File: src/sv/bse_pkg.sv
// Shared types, constants and saturation helpers for the burning ship escape-time engine.
package bse_pkg;

  localparam int FRAC_BITS = 44;
  localparam int DIM_BITS  = 12;
  localparam int VAL_W     = FRAC_BITS + 4;
  localparam int STEP_W    = VAL_W - 1;
  localparam int HALF_W    = VAL_W / 2;
  localparam int HI_W      = VAL_W - HALF_W;
  localparam int PROD_W    = 2 * VAL_W;
  localparam int CP_W      = DIM_BITS + STEP_W;
  localparam int CLO_W     = DIM_BITS + HALF_W;
  localparam int CHI_W     = DIM_BITS + STEP_W - HALF_W;
  localparam int WIDE_W    = CP_W + 2;
  localparam int CNT_W     = 12;
  localparam int CFG_IDX_W = 3;

  typedef logic signed [VAL_W-1:0]  val_t;
  typedef logic        [VAL_W-1:0]  mag_t;
  typedef logic        [VAL_W-2:0]  sq_t;
  typedef logic        [PROD_W-1:0] prod_t;
  typedef logic signed [WIDE_W-1:0] wide_t;
  typedef logic        [STEP_W-1:0] step_t;
  typedef logic        [DIM_BITS-1:0] dim_t;
  typedef logic        [CNT_W-1:0]  cnt_t;

  typedef enum logic [CFG_IDX_W-1:0] {
    REG_REAL_ORIGIN = 3'd0,
    REG_IMAG_ORIGIN = 3'd1,
    REG_REAL_STEP   = 3'd2,
    REG_IMAG_STEP   = 3'd3,
    REG_ITER_LIMIT  = 3'd4
  } cfg_reg_e;

  localparam val_t  REAL_ORIGIN_RST = -48'sd28763224182620;
  localparam val_t  IMAG_ORIGIN_RST = -48'sd63331869760;
  localparam step_t REAL_STEP_RST   = 47'd223338299;
  localparam step_t IMAG_STEP_RST   = 47'd61847529;
  localparam cnt_t  ITER_LIMIT_RST  = 12'd696;

  localparam val_t VAL_MAX = {1'b0, {(VAL_W-1){1'b1}}};
  localparam val_t VAL_MIN = {1'b1, {(VAL_W-1){1'b0}}};
  localparam mag_t FOUR    = mag_t'(1) << (FRAC_BITS + 2);

  // Commands from the controller to the datapath.
  typedef struct packed {
    logic load_in;
    logic coord_mul;
    logic coord_sum;
    logic mul;
    logic sum;
    logic upd;
    logic out_load;
  } cmd_t;

  // Status from the datapath to the controller.
  typedef struct packed {
    logic lim_zero;
    logic escape;
    logic last;
    logic out_free;
  } sts_t;

  // Clamps a wide signed sum to the signed value range.
  function automatic val_t sat_wide(wide_t v);
    logic [WIDE_W-VAL_W:0] top;
    top = v[WIDE_W-1:VAL_W-1];
    if ((&top) || !(|top)) begin
      return val_t'(v[VAL_W-1:0]);
    end else if (v[WIDE_W-1]) begin
      return VAL_MIN;
    end else begin
      return VAL_MAX;
    end
  endfunction

  // Truncates a nonnegative product by a fixed shift and saturates it.
  function automatic sq_t sat_prod(prod_t p, int unsigned sh);
    prod_t r;
    r = p >> sh;
    if (|r[PROD_W-1:VAL_W-1]) begin
      return '1;
    end else begin
      return r[VAL_W-2:0];
    end
  endfunction

endpackage

File: src/sv/bse_ctrl.sv
// Controller state machine that sequences coordinate setup, map iterations and result handoff.
module bse_ctrl (
  input  logic          clk_i,
  input  logic          rst_ni,
  input  logic          in_valid_i,
  output logic          in_stall_o,
  input  bse_pkg::sts_t sts_i,
  output bse_pkg::cmd_t cmd_o
);

  typedef enum logic [6:0] {
    S_IDLE = 7'b0000001,
    S_CMUL = 7'b0000010,
    S_CSUM = 7'b0000100,
    S_MUL  = 7'b0001000,
    S_SUM  = 7'b0010000,
    S_UPD  = 7'b0100000,
    S_FIN  = 7'b1000000
  } state_e;

  state_e state_q, state_d;

  always_ff @(posedge clk_i or negedge rst_ni) begin
    if (!rst_ni) begin
      state_q <= S_IDLE;
    end else begin
      state_q <= state_d;
    end
  end

  always_comb begin
    state_d = state_q;
    cmd_o   = '0;
    case (state_q)
      S_IDLE: begin
        cmd_o.load_in = in_valid_i;
        if (in_valid_i) begin
          state_d = S_CMUL;
        end
      end
      S_CMUL: begin
        cmd_o.coord_mul = 1'b1;
        state_d = S_CSUM;
      end
      S_CSUM: begin
        cmd_o.coord_sum = 1'b1;
        state_d = sts_i.lim_zero ? S_FIN : S_MUL;
      end
      S_MUL: begin
        cmd_o.mul = 1'b1;
        state_d = S_SUM;
      end
      S_SUM: begin
        cmd_o.sum = 1'b1;
        state_d = S_UPD;
      end
      S_UPD: begin
        cmd_o.upd = !sts_i.escape;
        if (sts_i.escape || sts_i.last) begin
          state_d = S_FIN;
        end else begin
          state_d = S_MUL;
        end
      end
      S_FIN: begin
        cmd_o.out_load = sts_i.out_free;
        if (sts_i.out_free) begin
          state_d = S_IDLE;
        end
      end
      default: begin
        state_d = S_IDLE;
      end
    endcase
  end

  assign in_stall_o = (state_q != S_IDLE);

endmodule

File: config.mk
export PLATFORM = sky130hd
export DESIGN_NAME = bse_ctrl
export DESIGN_NICKNAME = d
export VERILOG_FILES = /design/src/sv/bse_pkg.sv /design/src/sv/bse_ctrl.sv
export SDC_FILE = /design/constraint.sdc
export NUM_CORES = 1
export LEC_CHECK = 0
export ABC_AREA = 1
export ABC_CLOCK_PERIOD_IN_PS = 3300
export BUFFER_PORTS_ARGS = -buffer_cell sky130_fd_sc_hd__buf_2
export CAP_MARGIN = 20
export CORE_AREA = 5 5 42 44
export DETAILED_ROUTE_END_ITERATION = 8
export DIE_AREA = 0 0 47 49
export GPL_ROUTABILITY_DRIVEN = 0
export PLACE_DENSITY = 0.7
export SLEW_MARGIN = 20
export SYNTH_ARGS = -nofsm -noshare
export SYNTH_HDL_FRONTEND = slang
export SYNTH_SLANG_ARGS = --single-unit
File: constraint.sdc
create_clock -name clk_i -period 3.3 [get_ports clk_i]
set_input_delay 0.165 -clock clk_i [delete_from_list [all_inputs] [get_ports clk_i]]
set_output_delay 0.165 -clock clk_i [all_outputs]
set_load 0.02 [all_outputs]
After elaboration in Yosys (flattened, before gate mapping)
Index checks and enable logic that the tools add are counted.
{"block": "classes", "n_eq_ne": 10, "n_reduce_logical": 3, "mux": 12}
{"cell": "7-bit case mux with 7 select lines", "count": 1}
{"cell": "7-bit two-way mux", "count": 4}
{"cell": "7-bit by 1-bit == test with 1-bit output (second input constant)", "count": 1}
{"cell": "7-bit by 2-bit == test with 1-bit output (second input constant)", "count": 1}
{"cell": "7-bit by 3-bit == test with 1-bit output (second input constant)", "count": 1}
{"cell": "7-bit by 4-bit == test with 1-bit output (second input constant)", "count": 1}
{"cell": "7-bit by 5-bit == test with 1-bit output (second input constant)", "count": 1}
{"cell": "7-bit by 6-bit == test with 1-bit output (second input constant)", "count": 1}
{"cell": "7-bit == test (second input constant)", "count": 1}
{"cell": "1-bit two-way mux", "count": 7}
{"cell": "7-bit by 1-bit != test with 1-bit output (second input constant)", "count": 1}
{"cell": "2-bit != test (second input constant)", "count": 2}
{"cell": "2-bit AND reduction", "count": 1}
{"cell": "1-bit logical NOT", "count": 1}
{"cell": "1-bit logical OR", "count": 1}
{"block": "totals", "regBits": 7, "out_inout_bits": 8, "in_bits": 7}

Depth between registers and ports, before layout
{"block": "logic_depth", "depth_word": 3, "ltp_mapped": 8, "ltp_nobuf": 8}

Worst setup path before layout
Ideal clock, no wire load.
{"block": "synth_path", "kind": "flip-flop to output port", "from": "reg state_q[0]", "to": "out cmd_o[6] (netlist name)", "t_required_ns": 3.135, "stages_incl_launch_ff": 5, "slack_ns": 2.003, "n_path_buf": 0, "arrival_time_ns": 1.132, "cell_sequence": "dfstp_2 -> nand2_1 -> nor2_2 -> nand2_2 -> nor2_1"}
{"item": "from (decl)", "line_no": "bse_ctrl.sv:21", "text": "state_e state_q, state_d;"}
{"item": "from (signal assigned)", "line_no": "bse_ctrl.sv:27", "text": "state_q <= state_d;"}
{"item": "to (decl)", "line_no": "bse_ctrl.sv:8", "text": "output bse_pkg::cmd_t cmd_o"}

==> results.py <==
metrics = {
    "job": {
        "max_cap_violations": 0,
    },
    "sta": {
        "setup-tns-final_ns": 0,
        "setup_viol": 0,
        "relSlewSlack_pct": 83.3,
        "worstMarginPinSlew_ns": 0.248,
        "hold_slack_ns": 0.121,
        "finClkSkew_ns": 0.000974,
        "finalHoldViolations": 0,
        "finalMaxSlewViolations": 0,
        "timing.final.crit_share_pct": 45.0,
        "rsz0062_at_grt": "no",
        "fmax_mhz": 674,
        "min_period_ns": 1.48,
    },
    "critical_path": {
        "crit_path_max_fanout": 4,
        "start_kind": "flip-flop",
        "cp_num_cells": 5,
        "cp.arrival_ns": 1.32,
        "max_stage_delay_ns": 0.54,
        "criticalPathCategory": "reg -> out",
        "critPathSlowestCell": "dfstp_2",
        "cp_num_buf_inv": 1,
        "crit_chain": "nand2_1 > nor2_2 > nand2_2 > nor2_1 > buf_2",
        "crit_required_ns": 3.13,
        "worstRegToRegCells": 8,
        "critPathCaptureType": "output port",
        "crit_family": "flip-flops",
    },
    "synthesis": {
        "seq_area_frac_synth_pct": 37.9,
        "netlist_top_cells_count": "nand2_1 (12), nor2_1 (9), inv_1 (8), inv_2 (7), dfrtp_1 (6)",
        "syn_nets": 70,
        "yosysMostFrequentCell": "nand2_1",
        "synth_seq_cells": 7,
        "yosysWarnings": 0,
        "synth_flop_cell": "dfrtp_1",
        "yosysTopAreaCell": "dfrtp_1",
        "synth_cell_types": 16,
        "ys_async_sr_fraction_pct": 100,
        "netlist_area_um2": 465,
        "synthTopCellsByArea": "dfrtp_1 (32%), nand2_1 (9.7%), nor2_1 (7.3%), nor2_4 (7.3%), inv_1 (6.5%)",
        "syn_inst": 63,
        "syn_area_per_cell_um2": 7.39,
        "yosysTopAreaCellShare_pct": 32.3,
        "synth_edf_count": 0,
    },
    "finish": {
        "largest_reg_flops": 7,
        "nNetsFinal": 90,
        "regArea_um2": 176,
        "multiInputGateArea_um2": 233,
        "layout-drive-gt1-share_pct": 42.7,
        "top_register": "state_q",
        "syn_to_final_growth_pct": 27.2,
        "n_antenna_cell": 0,
        "reg.largest.list": "state_q x7",
        "num-fill-cells": 153,
    },
    "detailed_routing": {
        "drt-initial-drc-count": 7,
        "drt-total-wl_um": 972,
        "wl_per_cell_um": 9.92,
        "drc": 0,
        "first_pass_iters": 4,
        "num_vias": 429,
        "ant_nets": 0,
        "vias_per_cell": 4.38,
    },
    "placement": {
        "portBuffers": 14,
        "hpwl_um": 801,
    },
    "power": {
        "ir_drop_mv": 0.352,
        "switching_share_pct": 46.0,
        "p_leak_nw": 0.351,
        "p_int_mw": 0.227,
        "power_density_nw_per_um2": 711,
        "seqPwrFrac_pct": 29.1,
        "power_frac_comb_pct": 52.5,
        "p_clk_share_pct": 18.4,
        "p_sw_mw": 0.193,
    },
    "grt": {
        "grt_pass1_vias": 462,
        "use_met1_pct": 12.4,
        "met3_usage_pct": 2.58,
        "groute.usage.overall_pct": 10.6,
        "overflow": 0,
        "antenna_found_initial": 0,
        "grt_max_degree": 8,
        "gr-usage-met2_pct": 17.2,
        "busiest_layer": "met2",
        "grt_pass1_wl_um": 1820,
    },
    "cts": {
        "cts_tree": "done",
        "postCtsSetupBuffers": 0,
        "cts_buffers": 3,
        "clock_sink_count": 7,
        "clk_pin_slew_ns": 0.05,
        "worstSkewPairLatency_ns": 0.24,
        "cts-htree-levels": 1,
        "cts_buffer_depth": 2,
        "cts_root_buf": "clkbuf_4",
    },
    "hold_path": {
        "hp-class": "in -> reg",
        "whs_path_depth": 2,
    },
    "floorplanning": {
        "rows": 14,
        "dieArea_um2": 2300,
        "coreArea_um2": 1400,
        "io_pins": 15,
        "start_util_pct": 33.2,
        "die_h_um": 49,
        "die_w_um": 47,
    },
    "status": {
        "status": "completed",
    },
}
## routing by layer
| layer | vias to the layer above | routed length (µm) |
|---|---|---|
| li1 | 231 | - |
| met1 | 187 | 399 |
| met2 | 9 | 497 |
| met3 | 2 | 54 |
| met4 | 0 | 21 |
| met5 | - | 0 |
## power groups by stage
stage / clock network, mW / registers, mW / logic [mW]
final: 0.0774 / 0.122 / 0.221
after detailed placement: 0 / 0.124 / 0.222
after CTS: 0.0793 / 0.122 / 0.224
after floorplan: 0 / 0.121 / 0.175
after global placement: 0 / 0.123 / 0.219
after global routing: 0.0839 / 0.124 / 0.245
## placed cells by master (no fill, tap or decap), types with 2 or more instances in the layout
master / count
buf_2: 14
nor2_4: 3
nor3_1: 2
nand2_4: 2
inv_1: 8
nor2_2: 2
nand2_2: 2
dfrtp_1: 6
nand3_1: 5
nor2_1: 9
inv_2: 7
clkbuf_4: 3
nand2_1: 12
## timing repair
item | 4_1_cts | 5_1_grt
hold buffers | 1 | 0
setup endpoints to repair | 0 | 0
resized for setup | 0 | 0
endpoints found under the hold margin | 7 | 0
## final timing paths
check	start	endpoint	slack, ns
max	state_q[0]	cmd_o[6]	1.82
min	sts_i[3]	state_q[3]	0.12
max reg2reg	state_q[0]	state_q[0]	2.11
min reg2reg	state_q[3]	state_q[5]	0.60
max in group asynchronous	rst_ni	state_q[0]	2.78
min in group asynchronous	rst_ni	state_q[2]	0.29
## layout make-up
class / count / area share [%]
Multi-Input combinational cell: 41 / 39.3
Clock buffer: 4 / 4.44
Sequential cell: 7 / 29.8
Tap cell: 16 / 3.38
Timing Repair Buffer: 15 / 13.5
Inverter: 15 / 9.51
## worst register-to-register path: stages, from the launching register on
cell,delay [ns]
dfstp_2,0.54
inv_2,0.05
nand2_4,0.09
nor2_1,0.05
nand2_1,0.11
nand2_1,0.06
nor2_1,0.09
nand3_1,0.07
nand2_1,0.07
## cell families after synthesis
kind of cell	Yosys count	share of synthesized area, %
simple gates	39	46.8
flops	7	37.9
compound gates	2	3.23
buf+inv	15	12.1
## per-stage QoR
step	cells	power (mW)	util, %	area, µm²	setup WS, ns
finish	98	0.421	42.2	592	1.82
global route	98	0.453	42.2	592	1.74
CTS	98	0.426	42.2	592	1.80
detailed placement	93	0.346	39.6	556	2.08
floorplan	63	0.296	-	465	2.00
global placement	93	0.342	39.6	556	2.09
(Power assumes the default switching activity.)
